$ cat src/udpc_pkg.sv
// shared types, codes and constants of the reliable-udp connection state machine
// no dependencies; used by every module of the block
package udpc_pkg;

   localparam int TimerWidthDefault = 16;
   localparam int NumRegs           = 7;
   localparam int CsrIndexW         = $clog2(NumRegs + 1);
   localparam int CsrDataW          = 16;
   localparam int TagW              = 32;
   localparam int MaxRun            = 4;
   localparam int RunCntW           = $clog2(MaxRun + 1);
   localparam int RunIdxW           = $clog2(MaxRun);
   localparam int RunQueueDepth     = 2;

   // register index, also the index of the timer it governs
   localparam int RegHpn    = 0;
   localparam int RegSyn    = 1;
   localparam int RegAck    = 2;
   localparam int RegOpen   = 3;
   localparam int RegKeep   = 4;
   localparam int RegInact  = 5;
   localparam int RegCwait  = 6;

   localparam logic [CsrDataW-1:0] RegReset [NumRegs] = '{
      16'd100, 16'd100, 16'd100, 16'd5000, 16'd1000, 16'd10000, 16'd2000
   };

   typedef enum logic [1:0] {
      OP_TICK  = 2'd0,
      OP_OPEN  = 2'd1,
      OP_CLOSE = 2'd2,
      OP_RECV  = 2'd3
   } opcode_type;

   typedef enum logic [2:0] {
      ST_INIT   = 3'd0,
      ST_SYNS   = 3'd1,
      ST_SYNR   = 3'd2,
      ST_OPEN   = 3'd3,
      ST_CWAIT  = 3'd4,
      ST_CLOSED = 3'd5
   } link_state_type;

   typedef enum logic [3:0] {
      A_NONE   = 4'd0,
      A_HPN    = 4'd1,
      A_SYN    = 4'd2,
      A_ACK    = 4'd3,
      A_NUL    = 4'd4,
      A_RST    = 4'd5,
      A_OPENED = 4'd6,
      A_TMO    = 4'd7,
      A_CLOSED = 4'd8,
      A_RRUN   = 4'd9,
      A_RACK   = 4'd10,
      A_REAK   = 4'd11,
      A_RDATA  = 4'd12,
      A_UDATA  = 4'd13
   } action_type;

   // one classified event: its action list and the link after it
   typedef struct packed {
      action_type [MaxRun-1:0] acts;
      logic [RunCntW-1:0]      cnt;
      logic [TagW-1:0]         own_tag;
      logic [TagW-1:0]         peer_tag;
      link_state_type          state;
   } run_type;

   // handshake between the front and the run queue
   typedef struct packed {
      logic    push;
      run_type run;
   } run_push_type;

endpackage

$ cat src/udp_connection_handshake_fsm.sv
// top level of the reliable-udp connection state machine
// depends on udpc_pkg, udpc_front, udpc_queue and udpc_back
//
// connection state machine for one reliable-udp link. each transaction on the
// req_ side is one event (tick, open, close or a received header) and is taken
// whenever the run queue has room: the front end updates the link state, the
// seven saturating tick timers and the tags right away, and stores the event's
// list of one to four actions. the back end then delivers those actions on the
// rsp_ side, one transaction per clock while the receiver keeps popping, the
// final one with rsp_last set. the result register and a two-entry run queue
// part the sides, so new events keep arriving while results wait. the user
// must write the seven csr_ registers only while the block is idle; the block
// itself does not enforce it. indexes past the list are ignored. timers are
// TIMER_WIDTH bits and saturate at all ones.
module udp_connection_handshake_fsm #(
   parameter int TIMER_WIDTH = udpc_pkg::TimerWidthDefault
) (
   input  logic                           clock,
   input  logic                           reset,

   // configuration writes
   input  logic                           csr_we,
   input  logic [udpc_pkg::CsrIndexW-1:0] csr_index,
   input  logic [udpc_pkg::CsrDataW-1:0]  csr_wdata,

   // event side
   input  logic                           push,
   output logic                           full,
   input  logic [1:0]                     req_opcode,
   input  logic [udpc_pkg::TagW-1:0]      req_self_tag,
   input  logic [udpc_pkg::TagW-1:0]      req_remote_tag,
   input  logic                           req_flag_syn,
   input  logic                           req_flag_rst,
   input  logic                           req_flag_nul,
   input  logic                           req_flag_ack,
   input  logic                           req_flag_eak,
   input  logic                           req_flag_rle,
   input  logic                           req_ack_nonzero,
   input  logic                           req_body_nonzero,

   // action side
   output logic                           empty,
   input  logic                           pop,
   output logic [3:0]                     rsp_action,
   output logic [udpc_pkg::TagW-1:0]      rsp_tx_src_tag,
   output logic [udpc_pkg::TagW-1:0]      rsp_tx_dst_tag,
   output logic [udpc_pkg::TagW-1:0]      rsp_tx_seq,
   output logic                           rsp_needs_cum_ack,
   output logic [2:0]                     rsp_conn_state,
   output logic                           rsp_last
);

   udpc_pkg::run_push_type q_wr;
   udpc_pkg::run_type      q_head;
   logic                   q_full;
   logic                   q_valid;
   logic                   q_pop;

   // the front stalls only on a full run queue
   assign full = q_full;

   // classify each event and keep the link state
   udpc_front #(
      .TIMER_WIDTH(TIMER_WIDTH)
   ) u_front (
      .clock            (clock),
      .reset            (reset),
      .csr_we           (csr_we),
      .csr_index        (csr_index),
      .csr_wdata        (csr_wdata),
      .req_push         (push),
      .req_opcode       (req_opcode),
      .req_self_tag     (req_self_tag),
      .req_remote_tag   (req_remote_tag),
      .req_flag_syn     (req_flag_syn),
      .req_flag_rst     (req_flag_rst),
      .req_flag_nul     (req_flag_nul),
      .req_flag_ack     (req_flag_ack),
      .req_flag_eak     (req_flag_eak),
      .req_flag_rle     (req_flag_rle),
      .req_ack_nonzero  (req_ack_nonzero),
      .req_body_nonzero (req_body_nonzero),
      .q_full           (q_full),
      .q_wr             (q_wr)
   );

   // runs waiting for the back end
   udpc_queue #(
      .DEPTH(udpc_pkg::RunQueueDepth)
   ) u_queue (
      .clock (clock),
      .reset (reset),
      .wr    (q_wr),
      .full  (q_full),
      .pop   (q_pop),
      .valid (q_valid),
      .head  (q_head)
   );

   // serialize each run into result transactions
   udpc_back u_back (
      .clock             (clock),
      .reset             (reset),
      .q_valid           (q_valid),
      .q_head            (q_head),
      .q_pop             (q_pop),
      .rsp_empty         (empty),
      .rsp_pop           (pop),
      .rsp_action        (rsp_action),
      .rsp_tx_src_tag    (rsp_tx_src_tag),
      .rsp_tx_dst_tag    (rsp_tx_dst_tag),
      .rsp_tx_seq        (rsp_tx_seq),
      .rsp_needs_cum_ack (rsp_needs_cum_ack),
      .rsp_conn_state    (rsp_conn_state),
      .rsp_last          (rsp_last)
   );

endmodule

$ cat src/udpc_queue.sv
// short queue of classified runs between the front and the back
// depends on udpc_pkg for run_type
module udpc_queue #(
   parameter int DEPTH = udpc_pkg::RunQueueDepth
) (
   input  logic                  clock,
   input  logic                  reset,
   input  udpc_pkg::run_push_type wr,
   output logic                  full,
   input  logic                  pop,
   output logic                  valid,
   output udpc_pkg::run_type     head
);

   localparam int PtrW = (DEPTH > 1) ? $clog2(DEPTH) : 1;
   localparam int CntW = $clog2(DEPTH + 1);

   udpc_pkg::run_type slot_ff [DEPTH];
   logic [PtrW-1:0]   wr_ptr_ff, wr_ptr_in;
   logic [PtrW-1:0]   rd_ptr_ff, rd_ptr_in;
   logic [CntW-1:0]   cnt_ff, cnt_in;
   logic              do_wr, do_rd;

   assign full  = (cnt_ff == CntW'(DEPTH));
   assign valid = (cnt_ff != '0);
   assign head  = slot_ff[rd_ptr_ff];
   assign do_wr = wr.push && !full;
   assign do_rd = pop && valid;

   always_comb begin
      wr_ptr_in = wr_ptr_ff;
      rd_ptr_in = rd_ptr_ff;
      cnt_in    = cnt_ff;
      if (do_wr) begin
         wr_ptr_in = (wr_ptr_ff == PtrW'(DEPTH - 1)) ? '0 : wr_ptr_ff + PtrW'(1);
      end
      if (do_rd) begin
         rd_ptr_in = (rd_ptr_ff == PtrW'(DEPTH - 1)) ? '0 : rd_ptr_ff + PtrW'(1);
      end
      if (do_wr && !do_rd) begin
         cnt_in = cnt_ff + CntW'(1);
      end else if (do_rd && !do_wr) begin
         cnt_in = cnt_ff - CntW'(1);
      end
   end

   always_ff @(posedge clock) begin
      if (reset) begin
         wr_ptr_ff <= '0;
         rd_ptr_ff <= '0;
         cnt_ff    <= '0;
      end else begin
         wr_ptr_ff <= wr_ptr_in;
         rd_ptr_ff <= rd_ptr_in;
         cnt_ff    <= cnt_in;
      end
   end

   always_ff @(posedge clock) begin
      if (do_wr) begin
         slot_ff[wr_ptr_ff] <= wr.run;
      end
   end

endmodule

$ cat src/udpc_front.sv
// front end: config registers, link state, timers and event classification
// depends on udpc_pkg; feeds one run per accepted transaction into udpc_queue
module udpc_front #(
   parameter int TIMER_WIDTH = udpc_pkg::TimerWidthDefault
) (
   input  logic                           clock,
   input  logic                           reset,
   input  logic                           csr_we,
   input  logic [udpc_pkg::CsrIndexW-1:0] csr_index,
   input  logic [udpc_pkg::CsrDataW-1:0]  csr_wdata,
   input  logic                           req_push,
   input  logic [1:0]                     req_opcode,
   input  logic [udpc_pkg::TagW-1:0]      req_self_tag,
   input  logic [udpc_pkg::TagW-1:0]      req_remote_tag,
   input  logic                           req_flag_syn,
   input  logic                           req_flag_rst,
   input  logic                           req_flag_nul,
   input  logic                           req_flag_ack,
   input  logic                           req_flag_eak,
   input  logic                           req_flag_rle,
   input  logic                           req_ack_nonzero,
   input  logic                           req_body_nonzero,
   input  logic                           q_full,
   output udpc_pkg::run_push_type         q_wr
);

   localparam int NR   = udpc_pkg::NumRegs;
   localparam int CmpW = (TIMER_WIDTH > udpc_pkg::CsrDataW) ? TIMER_WIDTH : udpc_pkg::CsrDataW;
   localparam logic [TIMER_WIDTH-1:0] TimerMax = {TIMER_WIDTH{1'b1}};

   logic [udpc_pkg::CsrDataW-1:0] cfg_ff [NR];
   logic [TIMER_WIDTH-1:0]        tmr_ff [NR];
   logic [TIMER_WIDTH-1:0]        tmr_in [NR];
   logic [TIMER_WIDTH-1:0]        bump   [NR];
   logic [NR-1:0]                 fire;

   udpc_pkg::link_state_type      state_ff, state_in, state_mid;
   logic [udpc_pkg::TagW-1:0]     own_ff, own_in, peer_ff, peer_in;

   udpc_pkg::opcode_type          op;
   logic                          accept;
   logic                          hs;
   logic                          ack_opens;
   udpc_pkg::action_type [udpc_pkg::MaxRun-1:0] acts;
   logic [udpc_pkg::RunCntW-1:0]  n;

   assign op     = udpc_pkg::opcode_type'(req_opcode);
   assign accept = req_push && !q_full;
   assign hs     = (state_ff == udpc_pkg::ST_SYNS) || (state_ff == udpc_pkg::ST_SYNR);

   // a non-reliable ack header opens the link from the initial or a handshake state
   assign ack_opens = req_flag_ack
                      && !((state_ff == udpc_pkg::ST_OPEN) && req_ack_nonzero)
                      && (hs || (state_ff == udpc_pkg::ST_INIT));

   // link state seen by the data checks of a received header
   assign state_mid = ack_opens ? udpc_pkg::ST_OPEN : state_ff;

   // saturating bump and compare, one per timer
   always_comb begin
      for (int i = 0; i < NR; i++) begin
         bump[i] = (tmr_ff[i] == TimerMax) ? tmr_ff[i] : tmr_ff[i] + TIMER_WIDTH'(1);
         fire[i] = CmpW'(bump[i]) > CmpW'(cfg_ff[i]);
      end
   end

   // next link state
   always_comb begin
      state_in = state_ff;
      case (op)
         udpc_pkg::OP_TICK: begin
            if (state_ff == udpc_pkg::ST_OPEN && fire[udpc_pkg::RegInact]) begin
               state_in = udpc_pkg::ST_CWAIT;
            end else if (state_ff == udpc_pkg::ST_CWAIT && fire[udpc_pkg::RegCwait]) begin
               state_in = udpc_pkg::ST_CLOSED;
            end
         end
         udpc_pkg::OP_OPEN: begin
            if (state_ff == udpc_pkg::ST_INIT) begin
               state_in = udpc_pkg::ST_SYNS;
            end
         end
         udpc_pkg::OP_CLOSE: begin
            state_in = udpc_pkg::ST_CWAIT;
         end
         udpc_pkg::OP_RECV: begin
            if (req_flag_syn) begin
               if (state_ff == udpc_pkg::ST_CLOSED || state_ff == udpc_pkg::ST_SYNS) begin
                  state_in = udpc_pkg::ST_SYNR;
               end
            end else if (req_flag_rst) begin
               state_in = udpc_pkg::ST_CWAIT;
            end else begin
               state_in = state_mid;
            end
         end
         default: state_in = state_ff;
      endcase
   end

   // timers and tags
   always_comb begin
      for (int i = 0; i < NR; i++) begin
         tmr_in[i] = tmr_ff[i];
      end
      own_in  = own_ff;
      peer_in = peer_ff;
      case (op)
         udpc_pkg::OP_TICK: begin
            for (int i = 0; i < NR; i++) begin
               tmr_in[i] = bump[i];
            end
            if (hs) begin
               if (fire[udpc_pkg::RegHpn])  tmr_in[udpc_pkg::RegHpn]  = '0;
               if (fire[udpc_pkg::RegSyn])  tmr_in[udpc_pkg::RegSyn]  = '0;
               if (state_ff == udpc_pkg::ST_SYNR && fire[udpc_pkg::RegAck]) begin
                  tmr_in[udpc_pkg::RegAck] = '0;
               end
               if (fire[udpc_pkg::RegOpen]) tmr_in[udpc_pkg::RegOpen] = '0;
            end else if (state_ff == udpc_pkg::ST_OPEN) begin
               if (fire[udpc_pkg::RegKeep])  tmr_in[udpc_pkg::RegKeep]  = '0;
               if (fire[udpc_pkg::RegInact]) tmr_in[udpc_pkg::RegCwait] = '0;
            end else if (state_ff == udpc_pkg::ST_CWAIT && fire[udpc_pkg::RegCwait]) begin
               tmr_in[udpc_pkg::RegCwait] = '0;
            end
         end
         udpc_pkg::OP_OPEN: begin
            if (state_ff == udpc_pkg::ST_INIT) begin
               own_in  = req_self_tag;
               peer_in = req_remote_tag;
               tmr_in[udpc_pkg::RegHpn]  = '0;
               tmr_in[udpc_pkg::RegSyn]  = '0;
               tmr_in[udpc_pkg::RegOpen] = '0;
            end
         end
         udpc_pkg::OP_CLOSE: begin
            own_in = own_ff;
         end
         udpc_pkg::OP_RECV: begin
            tmr_in[udpc_pkg::RegKeep]  = '0;
            tmr_in[udpc_pkg::RegInact] = '0;
            if (req_flag_syn) begin
               own_in = req_self_tag;
            end else if (req_flag_rst && state_ff != udpc_pkg::ST_CWAIT) begin
               tmr_in[udpc_pkg::RegCwait] = '0;
            end
         end
         default: own_in = own_ff;
      endcase
   end

   // action list of the event, in emission order
   always_comb begin
      acts = '{default: udpc_pkg::A_NONE};
      n    = '0;
      case (op)
         udpc_pkg::OP_TICK: begin
            if (hs) begin
               if (fire[udpc_pkg::RegHpn]) begin
                  acts[n[udpc_pkg::RunIdxW-1:0]] = udpc_pkg::A_HPN;
                  n = n + udpc_pkg::RunCntW'(1);
               end
               if (fire[udpc_pkg::RegSyn]) begin
                  acts[n[udpc_pkg::RunIdxW-1:0]] = udpc_pkg::A_SYN;
                  n = n + udpc_pkg::RunCntW'(1);
               end
               if (state_ff == udpc_pkg::ST_SYNR && fire[udpc_pkg::RegAck]) begin
                  acts[n[udpc_pkg::RunIdxW-1:0]] = udpc_pkg::A_ACK;
                  n = n + udpc_pkg::RunCntW'(1);
               end
               if (fire[udpc_pkg::RegOpen]) begin
                  acts[n[udpc_pkg::RunIdxW-1:0]] = udpc_pkg::A_TMO;
                  n = n + udpc_pkg::RunCntW'(1);
               end
            end else if (state_ff == udpc_pkg::ST_OPEN) begin
               acts[n[udpc_pkg::RunIdxW-1:0]] = udpc_pkg::A_RRUN;
               n = n + udpc_pkg::RunCntW'(1);
               if (fire[udpc_pkg::RegKeep]) begin
                  acts[n[udpc_pkg::RunIdxW-1:0]] = udpc_pkg::A_NUL;
                  n = n + udpc_pkg::RunCntW'(1);
               end
               if (fire[udpc_pkg::RegInact]) begin
                  acts[n[udpc_pkg::RunIdxW-1:0]] = udpc_pkg::A_RST;
                  n = n + udpc_pkg::RunCntW'(1);
               end
            end else if (state_ff == udpc_pkg::ST_CWAIT && fire[udpc_pkg::RegCwait]) begin
               acts[n[udpc_pkg::RunIdxW-1:0]] = udpc_pkg::A_CLOSED;
               n = n + udpc_pkg::RunCntW'(1);
            end
         end
         udpc_pkg::OP_OPEN: begin
            if (state_ff == udpc_pkg::ST_INIT) begin
               acts[n[udpc_pkg::RunIdxW-1:0]] = udpc_pkg::A_SYN;
               n = n + udpc_pkg::RunCntW'(1);
            end
         end
         udpc_pkg::OP_CLOSE: begin
            acts[n[udpc_pkg::RunIdxW-1:0]] = udpc_pkg::A_RST;
            n = n + udpc_pkg::RunCntW'(1);
         end
         udpc_pkg::OP_RECV: begin
            if (req_flag_syn) begin
               if (state_ff == udpc_pkg::ST_CLOSED || state_ff == udpc_pkg::ST_SYNR) begin
                  acts[n[udpc_pkg::RunIdxW-1:0]] = udpc_pkg::A_SYN;
                  n = n + udpc_pkg::RunCntW'(1);
               end
               if (state_ff == udpc_pkg::ST_SYNR) begin
                  acts[n[udpc_pkg::RunIdxW-1:0]] = udpc_pkg::A_ACK;
                  n = n + udpc_pkg::RunCntW'(1);
               end
            end else if (!req_flag_rst) begin
               if (req_flag_nul) begin
                  acts[n[udpc_pkg::RunIdxW-1:0]] = udpc_pkg::A_ACK;
                  n = n + udpc_pkg::RunCntW'(1);
               end
               if (req_flag_ack && state_ff == udpc_pkg::ST_OPEN && req_ack_nonzero) begin
                  acts[n[udpc_pkg::RunIdxW-1:0]] = udpc_pkg::A_RACK;
                  n = n + udpc_pkg::RunCntW'(1);
               end else if (ack_opens) begin
                  acts[n[udpc_pkg::RunIdxW-1:0]] = udpc_pkg::A_ACK;
                  n = n + udpc_pkg::RunCntW'(1);
                  acts[n[udpc_pkg::RunIdxW-1:0]] = udpc_pkg::A_OPENED;
                  n = n + udpc_pkg::RunCntW'(1);
               end
               if (state_mid == udpc_pkg::ST_OPEN) begin
                  if (req_flag_eak) begin
                     acts[n[udpc_pkg::RunIdxW-1:0]] = udpc_pkg::A_REAK;
                     n = n + udpc_pkg::RunCntW'(1);
                  end else if (req_body_nonzero) begin
                     acts[n[udpc_pkg::RunIdxW-1:0]] =
                        req_flag_rle ? udpc_pkg::A_RDATA : udpc_pkg::A_UDATA;
                     n = n + udpc_pkg::RunCntW'(1);
                  end
               end
            end
         end
         default: n = '0;
      endcase
      // an event with nothing to do still yields one result
      if (n == '0) begin
         acts[0] = udpc_pkg::A_NONE;
         n = udpc_pkg::RunCntW'(1);
      end
   end

   assign q_wr.push         = accept;
   assign q_wr.run.acts     = acts;
   assign q_wr.run.cnt      = n;
   assign q_wr.run.own_tag  = own_in;
   assign q_wr.run.peer_tag = peer_in;
   assign q_wr.run.state    = state_in;

   always_ff @(posedge clock) begin
      if (reset) begin
         state_ff <= udpc_pkg::ST_INIT;
         own_ff   <= '0;
         peer_ff  <= '0;
         for (int i = 0; i < NR; i++) begin
            tmr_ff[i] <= '0;
         end
      end else if (accept) begin
         state_ff <= state_in;
         own_ff   <= own_in;
         peer_ff  <= peer_in;
         for (int i = 0; i < NR; i++) begin
            tmr_ff[i] <= tmr_in[i];
         end
      end
   end

   always_ff @(posedge clock) begin
      if (reset) begin
         for (int i = 0; i < NR; i++) begin
            cfg_ff[i] <= udpc_pkg::RegReset[i];
         end
      end else if (csr_we && csr_index < udpc_pkg::CsrIndexW'(NR)) begin
         cfg_ff[csr_index] <= csr_wdata;
      end
   end

endmodule

$ cat src/udpc_back.sv
// back end: walks each queued run one action per cycle into the result register,
// while the receiver keeps popping; depends on udpc_pkg; reads runs from udpc_queue
module udpc_back (
   input  logic                       clock,
   input  logic                       reset,
   input  logic                       q_valid,
   input  udpc_pkg::run_type          q_head,
   output logic                       q_pop,
   output logic                       rsp_empty,
   input  logic                       rsp_pop,
   output logic [3:0]                 rsp_action,
   output logic [udpc_pkg::TagW-1:0]  rsp_tx_src_tag,
   output logic [udpc_pkg::TagW-1:0]  rsp_tx_dst_tag,
   output logic [udpc_pkg::TagW-1:0]  rsp_tx_seq,
   output logic                       rsp_needs_cum_ack,
   output logic [2:0]                 rsp_conn_state,
   output logic                       rsp_last
);

   logic [udpc_pkg::RunIdxW-1:0] idx_ff, idx_in;
   logic                         valid_ff, valid_in;
   logic                         load;
   logic                         is_last;
   logic                         is_hdr;
   udpc_pkg::action_type         act;

   udpc_pkg::action_type         action_ff;
   logic [udpc_pkg::TagW-1:0]    src_ff, dst_ff, seq_ff;
   logic                         cum_ff, last_ff;
   udpc_pkg::link_state_type     state_ff;

   assign load    = q_valid && (!valid_ff || rsp_pop);
   assign act     = q_head.acts[idx_ff];
   assign is_last = (udpc_pkg::RunCntW'(idx_ff) + udpc_pkg::RunCntW'(1)) == q_head.cnt;
   assign is_hdr  = (act == udpc_pkg::A_HPN) || (act == udpc_pkg::A_SYN)
                    || (act == udpc_pkg::A_ACK) || (act == udpc_pkg::A_NUL)
                    || (act == udpc_pkg::A_RST);
   assign q_pop   = load && is_last;

   always_comb begin
      idx_in   = idx_ff;
      valid_in = valid_ff;
      if (load) begin
         valid_in = 1'b1;
         idx_in   = is_last ? '0 : idx_ff + udpc_pkg::RunIdxW'(1);
      end else if (rsp_pop) begin
         valid_in = 1'b0;
      end
   end

   always_ff @(posedge clock) begin
      if (reset) begin
         idx_ff   <= '0;
         valid_ff <= 1'b0;
      end else begin
         idx_ff   <= idx_in;
         valid_ff <= valid_in;
      end
   end

   always_ff @(posedge clock) begin
      if (load) begin
         action_ff <= act;
         src_ff    <= is_hdr ? q_head.own_tag : '0;
         dst_ff    <= is_hdr ? q_head.peer_tag : '0;
         seq_ff    <= (act == udpc_pkg::A_HPN || act == udpc_pkg::A_SYN) ? q_head.own_tag : '0;
         cum_ff    <= (act == udpc_pkg::A_ACK || act == udpc_pkg::A_NUL);
         last_ff   <= is_last;
         state_ff  <= q_head.state;
      end
   end

   assign rsp_empty         = !valid_ff;
   assign rsp_action        = action_ff;
   assign rsp_tx_src_tag    = src_ff;
   assign rsp_tx_dst_tag    = dst_ff;
   assign rsp_tx_seq        = seq_ff;
   assign rsp_needs_cum_ack = cum_ff;
   assign rsp_conn_state    = state_ff;
   assign rsp_last          = last_ff;

endmodule

$ cat config.mk
export PLATFORM = sky130hd
export DESIGN_NAME = udp_connection_handshake_fsm
export DESIGN_NICKNAME = d
export VERILOG_FILES = /design/src/udpc_pkg.sv /design/src/udp_connection_handshake_fsm.sv /design/src/udpc_queue.sv /design/src/udpc_front.sv /design/src/udpc_back.sv
export SDC_FILE = /design/constraint.sdc
export NUM_CORES = 1
export LEC_CHECK = 0
export BUFFER_PORTS_ARGS = -buffer_cell sky130_fd_sc_hd__buf_2
export CORE_MARGIN = 10
export CORE_UTILIZATION = 45
export DETAILED_ROUTE_END_ITERATION = 7
export SYNTH_ARGS = -nofsm -noshare
export SYNTH_HDL_FRONTEND = slang
export SYNTH_SLANG_ARGS = --single-unit
$ cat constraint.sdc
create_clock -name clock -period 7.19 [get_ports clock]
set_input_delay 0 -clock clock [delete_from_list [all_inputs] [get_ports clock]]
set_output_delay 0 -clock clock [all_outputs]
set_load 0.01 [all_outputs]
==> results.yml, run 1 <==
status:
  outcome: "finished, final reports clean"
route:
  vias: 19160
  wl_met1_um: 29670
  wl_met2_um: 33240
  drt-total-wl_um: 67870
  met3_wirelength_um: 3482
  wire_per_inst_um: 18.95
  postRouteAntennaNets: 0
  drt_pass1_iterations: 5
  routed.top_layer: "met5"
  drc: 0
  drt_iter0_drc: 1283
  via_per_inst: 5.350
clocking:
  root_buffer: "clkbuf_16"
  clkLatencyLatePin_ps: 610
  htreeDepth: 3
  clkTransAtPathRegs_ps: 60
  clock_sinks: 576
  cts_tree: "done"
  numCtsBuffers: 66
  clock_path_buffers: 3
pwr:
  p_per_area_nw_per_um2: 331.9
  p_leak_nw: 12.82
  ir_drop_mv: 0.2936
placement:
  dp_hpwl_um: 45570
  gp_congestion: 0.8877
  port_buffers: 204
  dp.cells: 3374
finish:
  nets: 2933
  synthToLayoutAreaGrowth_pct: 17.20
  drive_gt1_share_pct: 15.26
  finalCoreUtilization_pct: 53.26
  layout.cells.non_filler: 3582
worst_setup_path:
  cp_common_cell: "ha_1"
  cp_slowest_stage_delay_ps: 510
  cp.arrival_ps: 6860
  crit_buf_inv: 2
  start_kind: "flip-flop"
  cp_max_fo: 13
  crit_type: "flip-flop to flip-flop"
  cp_slowest_cell: "nor4_2"
  cp-end-kind: "flip-flop"
  crit_family: "simple AND/OR/NAND/NOR gates"
  cp_data_required_time_ps: 7520
grt:
  grt.total_usage_pct: 18.31
  grt_start_max_net_pins: 65
  grt_pass1_wl_um: 107600
  grt.overflow.total: 0
  antenna_found_initial: 8
  grt_pass1_vias: 19350
timing:
  worstMarginPinSlew_ps: 1275
  slew_violations: 0
  slew_headroom_pct: 15.00
  rsz0062_at_grt: "no"
  period_share_pct: 90.86
  fmax_mhz: 153.1
  fin_tns_setup_ps: 0
  skew_ps: 17.28
  setup_viol: 0
  post-route-min-period_ps: 6533
  finalHoldViolations: 0
synth:
  synthesis.area_um2: 28040
  synth_edf_count: 485
  synth-async-reset-ratio_pct: 0
  synth-seq-area-share_pct: 58.43
  netlist_instances: 2412
  synth_cell_types: 77
  synth_nets: 2659
  yosysWarningCount: 0
  ys_ff_latch: 576
  yosys-top-cells-area: "edfxtp_1 52%, ha_1 6.5%, dfxtp_1 6.5%"
  synth.top_cell.area_share_pct: 51.93
  synth_largest_area_cell: "edfxtp_1"
  synthFlopType: "edfxtp_1"
  avgSynthCellArea_um2: 11.63
job:
  drv_cap: 0
floorplan:
  core-area_um2: 61710
  die_x_um: 269.6
  start_util_pct: 45.44
  die_area_um2: 72700
  io_pins: 205
  rows: 91
  dieHeight_um: 269.6
hold_path:
  hp-class: "input port to flip-flop"
-- layer usage --
metal	up-vias	track usage, %
li1	9260	-
met1	9332	23.48
met2	467	31.13
met3	99	3.222
met4	4	5.662
met5	-	0
-- timing repair --
item                                    CTS  global route
hold buffers                             81             0
buffers inserted                          0             0
endpoints found under the setup margin    0            10
endpoints found under the hold margin   248             0
gates resized for setup                   0             1
-- cell usage in the layout, fill, tap and decap left out, drive strengths merged, types with 20 or more instances in the layout --
cell type    synthesis  routed
dfxtp               91      91
o21a                21      21
buf                 25     222
and3                31      31
ha                 146     146
nor2b               82      82
mux2                49      49
mux2i               76      76
nand3               75      75
dlygate4sd3          0      81
nor3                56      56
a21o                23      23
clkinv               1      22
nand2              175     175
a21oi              110     110
xnor2               61      61
nand4               49      49
inv                158     163
clkbuf              72      91
xor2                24      24
edfxtp             485     485
a22o                35      35
nand2b              23      23
nor2               328     328
nor3b               20      20
o21ai               34      34
-- final timing paths --
kind / start / end / slack, ps / depth (start not counted)
hold / removal: csr_wdata[2] / u_front.cfg_ff[5][2] / 30 / 3
setup / recovery: u_front.tmr_ff[0][16] / u_queue.slot_ff[1][73] / 660 / 25
hold reg to reg: u_front.own_ff[27] / u_front.own_ff[27] / 450 / 2
setup reg to reg: u_front.tmr_ff[0][16] / u_queue.slot_ff[1][73] / 660 / 25
-- where the power goes --
part	internal [mW]	leakage [nW]	total (mW)	switching, mW
clock	1.93	1.06	3.33	1.40
sequential	4.59	5.54	4.90	0.318
combinational	0.957	6.22	2.68	1.72
-- stage by stage --
step	area (um2)	setup slack, ps	hold WS [ps]	total power, mW
2_1_floorplan	28040	1678	195.9	6.752
3_3_place_gp	29870	763.0	336.0	7.567
3_5_place_dp	29870	515.8	325.3	7.655
4_1_cts	32850	463.9	4.418	11.03
5_1_grt	32860	102.2	35.05	11.50
6_report	32870	657.1	25.27	10.91
-- worst reg2reg max path: stages (launching register included) --
cell and delay (ps):
edfxtp_1 450, ha_1 250, and3_1 190, and3_1 260
and4_1 280, nand2b_1 440, nand3_1 190, nor2_1 150
xor2_1 220, ha_1 280, a21o_1 160, a21o_1 180
a21o_1 180, a21oi_1 130, o21ai_0 110, o221ai_2 410
inv_1 220, ha_1 270, mux2i_1 360, inv_1 130
ha_1 300, and3_1 160, a31oi_1 160, o31ai_1 130
nor4_2 510, nor2_1 150
-- flip-flops by register name (all words and copies together), names as in the netlist, 2 cells and up, named ones only --
name	cells
u_queue.slot_ff	172
u_front.cfg_ff	112
u_front.tmr_ff	112
u_back.rsp_tx_dst_tag	32
u_back.rsp_tx_seq	32
u_back.rsp_tx_src_tag	32
u_front.own_ff	32
u_front.peer_ff	32
u_back.rsp_action	4
u_back.rsp_conn_state	3
u_front.state_ff	3
u_back.idx_ff	2
u_queue.cnt_ff	2
-- logic make-up after synthesis --
kind of cell | synth area share, %
DFF | 58.43
buffers and inverters | 3.663
adders and majority gates | 6.728
and+or+nand+nor | 15.66
xor gates and xnor gates | 2.655
muxes | 5.323
AOI/OAI and AO/OA | 7.540
-- Yosys cell counts (all sizes together) (3+ instances only) --
cell type and instances:
a21oi 110, mux4 8, edfxtp 485, o21ai 34, inv 158, clkbuf 72
buf 25, nor2b 82, fa 3, a31oi 17, and3 31, nand3b 4
dfxtp 91, nand3 75, and2 6, nand4 49, nor3 56, ha 146
xnor2 61, nor4b 7, a22oi 8, o21a 21, o21bai 4, xor2 24
o211ai 7, a41oi 5, a2111oi 3, mux2 49, mux2i 76, o31ai 7
a22o 35, a211oi 12, nand2b 23, or2 6, o211a 3, nor2 328
and4 17, a211o 6, nor4 3, nor3b 20, nand2 175, a21o 23
or3 10, a311oi 4
-- area by class of cell --
class                   instances  area [um2]
well taps                     837        1047
fillers                      5296       28850
clock inverters                31       327.8
multi-input cells            1580       10680
inverters                     159       599.3
repair buffers                303        1969
diodes                          5       12.51
clock buffers                  91        1837
flip-flops and latches        576       16390
Note: power is estimated with default switching activity, not from simulation.
==> run 2, diff against run 1 <==
--- a/config.mk
+++ b/config.mk
@@ -5,6 +5,7 @@
 export SDC_FILE = /design/constraint.sdc
 export NUM_CORES = 1
 export LEC_CHECK = 0
+export ABC_AREA = 1
 export BUFFER_PORTS_ARGS = -buffer_cell sky130_fd_sc_hd__buf_2
 export CORE_MARGIN = 10
 export CORE_UTILIZATION = 45
==> results.yml, run 2 <==
status:
  outcome: "finished, final reports clean"
route:
  vias: 21190
  drt-total-wl_um: 70340
  drt_pass1_iterations: 6
  drt_iter0_drc: 1407
  wire_per_inst_um: 16.96
  via_per_inst: 5.109
  drc: 0
  postRouteAntennaNets: 0
finish:
  reg.largest.list: "u_queue.slot_ff (172), u_front.cfg_ff (112), u_front.tmr_ff (112)"
  layout_commonest_cell: "inv_1"
  final_cell_mix: "507 x inv_1, 485 x edfxtp_1, 430 x nand2_1"
  synthToLayoutAreaGrowth_pct: 17.07
  drive_gt1_share_pct: 10.94
  largest_register_ffs: 172
  layout.cells.non_filler: 4148
  fin_area_um2: 33550
  regMostFlops: "u_queue.slot_ff"
  nets: 3495
timing:
  skew_ps: 12.26
  slew_violations: 0
  rsz0062_at_grt: "no"
  fin_tns_setup_ps: 0
  fmax_mhz: 187.9
  setup_viol: 0
  finalHoldViolations: 0
  worstMarginPinSlew_ps: 1317
  post-route-min-period_ps: 5321
  period_share_pct: 74.01
  fin_ws_ps: 1869
  slew_headroom_pct: 11.60
placement:
  port_buffers: 204
  dp.cells: 3943
  dp_hpwl_um: 49120
  gp_congestion: 0.9056
  dpl_worst_slack_ps: 1899
  placed_cell_area_um2: 30560
clocking:
  clock_sinks: 576
  cts_tree: "done"
  clkTransAtPathRegs_ps: 60
  numCtsBuffers: 61
  cts_setup_buffers: 0
  clkLatencyLatePin_ps: 640
  root_buffer: "clkbuf_16"
  htreeDepth: 2
  clock_path_buffers: 3
synth:
  synthFlopType: "edfxtp_1"
  yosysWarningCount: 0
  netlist_instances: 2955
  synth-async-reset-ratio_pct: 0
  ys_ff_latch: 576
  avgSynthCellArea_um2: 9.698
  synthesis.area_um2: 28660
  synthTopCellsByCount: "508 x inv_1, 485 x edfxtp_1, 431 x nand2_1"
  synth_cell_types: 57
  synth_nets: 3202
  synth_edf_count: 485
  yosysMostFrequentCell: "inv_1"
  synth_largest_area_cell: "edfxtp_1"
  yosys-top-cells-area: "edfxtp_1 51%, inv_1 6.7%, ha_1 6.4%"
  synth-seq-area-share_pct: 57.18
  synth.top_cell.area_share_pct: 50.82
floorplan:
  die_x_um: 272.4
  core-area_um2: 63080
  die_area_um2: 74170
  io_pins: 205
  rows: 92
  dieHeight_um: 272.4
  start_util_pct: 45.43
job:
  drv_cap: 0
grt:
  grt.overflow.total: 0
  antenna_found_initial: 1
  grt_pass1_vias: 21280
  grt.total_usage_pct: 18.50
  grt_start_max_net_pins: 74
  grt_pass1_wl_um: 111800
worst_setup_path:
  r2r_start: "u_front.tmr_ff[0][1]"
  r2r_end: "u_queue.slot_ff[0][73]"
  cp-end-kind: "flip-flop"
  rrSetupSlack_ps: 1870
  start_kind: "flip-flop"
  worst_r2r_path_depth: 25
  crit_type: "flip-flop to flip-flop"
  cp_data_required_time_ps: 7550
  cp.arrival_ps: 5680
  cp_max_fo: 7
pwr:
  p_per_area_nw_per_um2: 325.3
  ir_drop_mv: 0.2445
  p_leak_nw: 14.32
hold_path:
  min_to: "u_front.cfg_ff[0][6]"
  hold_path.startpoint: "csr_wdata[6]"
  hp-class: "input port to flip-flop"
  hold_depth: 3
-- run 2: cell types whose count changed after synthesis, sizes merged, moves of 49 or more --
cell	delta
nor2b	-82
o21ai	+153
nor2	+103
mux2	-49
inv	+355
nand2	+257
o22ai	+61
-- run 2: routing by layer --
metal,share of wire (%),GRT usage (%)
met1,43,23.15
met2,49,32.44
met3,4.8,2.962
met4,2.5,5.468
met5,0,0
-- run 2: timing repair --
item,CTS,global route
hold endpoints to repair,268,0
resized for setup,0,0
hold buffers,87,0
-- run 2: area by class of cell --
class,count,area (um2)
Fill cell,5714,29530
Inverter,516,1937
Multi-Input combinational cell,1781,10010
Antenna cell,1,2.502
Timing Repair Buffer,312,2049
Tap cell,846,1059
Sequential cell,576,16390
Clock inverter,33,416.7
Clock buffer,83,1689
-- run 2: metrics by stage --
| stage | power (mW) | utilization [%] | hold slack, ps |
|---|---|---|---|
| after global placement | 7.647 | 48.45 | 312.8 |
| after global routing | 11.56 | 53.18 | 19.00 |
| after CTS | 11.05 | 53.17 | 0.4049 |
| final | 10.91 | 53.18 | 25.36 |
| after floorplan | 6.819 | - | 200.6 |
| after detailed placement | 7.725 | 48.45 | 336.5 |
-- run 2: kinds of logic (layout without fill, tap and decap cells) --
group	after synthesis	after routing	synth area share, %
flip-flops	576	576	57.18
AND/OR/NAND/NOR	1078	1078	15.52
XOR/XNOR	64	64	1.956
adder cells (fa/ha/maj)	149	149	6.584
other	0	1	0
AO/OA/AOI/OAI	426	426	8.383
buffers and inverters	598	944	8.139
multiplexers	64	64	2.235
-- run 2: how the worst max path moves through the flow --
stage	startpoint	slack (ps)	depth (start not counted)	end
CTS	u_front.tmr_ff[0][1]	1880	25	u_queue.slot_ff[1][73]
global route	u_front.tmr_ff[0][1]	1330	25	u_queue.slot_ff[1][73]
global placement	u_front.tmr_ff[0][1]	2010	25	u_queue.slot_ff[0][73]
detailed placement	u_front.tmr_ff[0][1]	1900	25	u_queue.slot_ff[0][73]
finish	u_front.tmr_ff[0][1]	1870	25	u_queue.slot_ff[0][73]
floorplan	u_queue.cnt_ff[1]	2020	5	u_front.tmr_ff[0][0]
-- run 2: critical path, stage by stage, from the launching register on --
cell and delay [ps]:
edfxtp_1 380, ha_1 200, inv_1 60, nor4_1 370
nand2_1 190, nor3_2 240, nand2_1 180, inv_1 130
nor2_1 60, xnor2_1 180, inv_1 70, ha_1 290
nand2_1 70, nor3_1 240, nand4_1 120, nand2_1 280
inv_1 180, fa_1 630, ha_1 190, inv_1 50
ha_1 270, nand3b_1 150, nand3_1 90, nand2_1 110
nor2_2 200, a21oi_1 110
-- run 2: report_power, final --
part           total [mW]  internal [mW]  switching, mW
clock network        3.27           1.94           1.33
registers            4.85           4.56          0.282
logic                2.80          0.889           1.91
==> run 3, diff against run 2 <==
--- a/config.mk
+++ b/config.mk
@@ -5,7 +5,7 @@
 export SDC_FILE = /design/constraint.sdc
 export NUM_CORES = 1
 export LEC_CHECK = 0
-export ABC_AREA = 1
+export ABC_AREA = 0
 export BUFFER_PORTS_ARGS = -buffer_cell sky130_fd_sc_hd__buf_2
 export CORE_MARGIN = 10
 export CORE_UTILIZATION = 45
==> constraint.sdc (replaced) <==
create_clock -name clock -period 5.3 [get_ports clock]
set_input_delay 0 -clock clock [delete_from_list [all_inputs] [get_ports clock]]
set_output_delay 0 -clock clock [all_outputs]
set_load 0.01 [all_outputs]
==> results.yml, run 3 (synthesized netlist as in run 1, its figures left out) <==
timing:
  finalHoldViolations: 0
  slew_violations: 0
  worstMarginPinSlew_ps: 1233
  period_share_pct: 97.30
  skew_ps: 56.16
  slew_headroom_pct: 17.48
  fmax_mhz: 193.9
  setup_viol: 0
  post-route-min-period_ps: 5157
grt:
  grt_pass1_vias: 19230
  global_route.usage.met3_pct: 3.071
  antenna_found_initial: 1
  grt_start_max_net_pins: 75
  grt_util_met1_pct: 24.36
  grt_pass1_wl_um: 106800
  grt.overflow.total: 0
  use_met2_pct: 29.74
  grt.total_usage_pct: 18.12
  grt.busiest_layer: "met2"
pwr:
  ir_drop_mv: 0.3112
  p_leak_nw: 13.08
  p_per_area_nw_per_um2: 440.6
  power_mw: 14.71
placement:
  gp_congestion: 0.8847
  dp_hpwl_um: 46300
  port_buffers: 204
  dp.cells: 3403
hold_path:
  hp-class: "input port to flip-flop"
finish:
  final_cell_mix: "485 x edfxtp_1, 312 x nor2_1, 203 x buf_2"
  drive_gt1_share_pct: 17.58
  synthToLayoutAreaGrowth_pct: 19.08
  layout.cells.non_filler: 3624
  layout_commonest_cell: "edfxtp_1"
  n_fill_cell: 5332
  largest_register_ffs: 172
  reg.largest.list: "u_queue.slot_ff (172), u_front.cfg_ff (112), u_front.tmr_ff (112)"
  finalCoreUtilization_pct: 54.11
  antenna_cells: 0
  regMostFlops: "u_queue.slot_ff"
  nets: 2981
clocking:
  clkLatencyLatePin_ps: 640
  cts_tree: "done"
  numCtsBuffers: 61
  htreeDepth: 2
  root_buffer: "clkbuf_16"
  clock_path_buffers: 3
  clock_sinks: 576
  clkTransAtPathRegs_ps: 60
route:
  wire_per_inst_um: 18.89
  vias: 19290
  drt_iter0_drc: 1436
  drc: 0
  drt-total-wl_um: 68450
  drt_pass1_iterations: 5
  via_per_inst: 5.323
  postRouteAntennaNets: 0
worst_setup_path:
  r2r_end: "u_queue.slot_ff[0][70]"
  crit_type: "flip-flop to flip-flop"
  cp-end-kind: "flip-flop"
  cp.arrival_ps: 5520
  start_kind: "flip-flop"
  cp_data_required_time_ps: 5670
  r2r_start: "u_front.tmr_ff[0][17]"
  cp_max_fo: 6
  worst_r2r_path_depth: 23
  rrSetupSlack_ps: 140
  setup.worst_path.start: "u_front.tmr_ff[0][17]"
  cp-endpoint: "u_queue.slot_ff[0][70]"
floorplan:
  dieHeight_um: 269.6
  die_x_um: 269.6
  die_area_um2: 72700
  rows: 91
  start_util_pct: 45.44
  core-area_um2: 61710
  io_pins: 205
job:
  drv_cap: 0
status:
  outcome: "finished, final reports clean"
==> run 3: cell count changes in the layout (fill, tap and decap cells not counted), moves of 49 or more <==
cell,change
inv_1,-354
mux2_2,+49
nand2_1,-256
nor2_1,-111
nor2b_1,+82
o21ai_0,-147
o22ai_1,-61
==> run 3: critical path, cell delays in order (launching register included) <==
cell and delay [ps]:
edfxtp_1 390, ha_2 210, and3_4 180, and3_4 170, and4_1 190, nand2b_1 150, buf_6 150, mux2_2 340
ha_1 300, nor2b_1 140, o21a_1 170, o21a_1 170, o21ai_2 120, a21oi_1 90, o221ai_2 310, inv_2 100
fa_1 560, ha_2 210, inv_2 50, ha_4 200, a41o_1 210, nor4_4 290, buf_6 170, nor3_4 50
==> run 3: layer usage <==
layer  vias up  routed length [um]
li1       9348                   -
met1      9276               31120
met2       550               32070
met3       118                3602
met4         0                1659
met5         -                   0
==> run 3: report_power, final <==
part / internal (mW) / switching [mW]
logic: 1.36 / 2.39
registers: 6.22 / 0.411
clock network: 2.52 / 1.80
total: 10.1 / 4.61
==> run 3: worst min-delay path by stage <==
stage	start	end	slack [ps]	cells past startpoint
finish	csr_wdata[3]	u_front.cfg_ff[5][3]	30	3
global route	csr_wdata[15]	u_front.cfg_ff[6][15]	40	3
CTS	csr_wdata[15]	u_front.cfg_ff[5][15]	5	3
detailed placement	req_remote_tag[11]	u_queue.slot_ff[0][14]	340	2
global placement	req_remote_tag[20]	u_queue.slot_ff[1][23]	340	2
floorplan	pop	u_back.valid_ff	200	2
==> run 3: cell type report <==
| class | instances | area (um2) | share of cell area (%) |
|---|---|---|---|
| well taps | 837 | 1047 | 3.136 |
| inverters | 159 | 599.3 | 1.795 |
| flip-flops and latches | 576 | 16390 | 49.08 |
| multi-input cells | 1580 | 10870 | 32.54 |
| clock buffers | 93 | 1853 | 5.549 |
| clock inverters | 23 | 235.2 | 0.7044 |
| repair buffers | 356 | 2402 | 7.194 |
==> run 3: per-stage QoR <==
step	hold slack, ps	setup slack [ps]	TNS [ps]	area (um2)
after floorplan	195.9	1.232	0	28060
final	33.28	143.0	0	33390
after detailed placement	339.7	-63.16	-450.3	30120
after global routing	43.06	-33.98	-219.4	33390
after CTS	5.225	19.64	0	33130
after global placement	335.4	44.89	0	30120
==> run 3: repair_timing <==
action                                  in CTS  in global routing
endpoints found under the setup margin       8                 16
pin swaps                                    5                 17
hold buffers                                87                  0
endpoints found under the hold margin      263                  0
gates resized for setup                      8                 31
buffers inserted                             4                 14
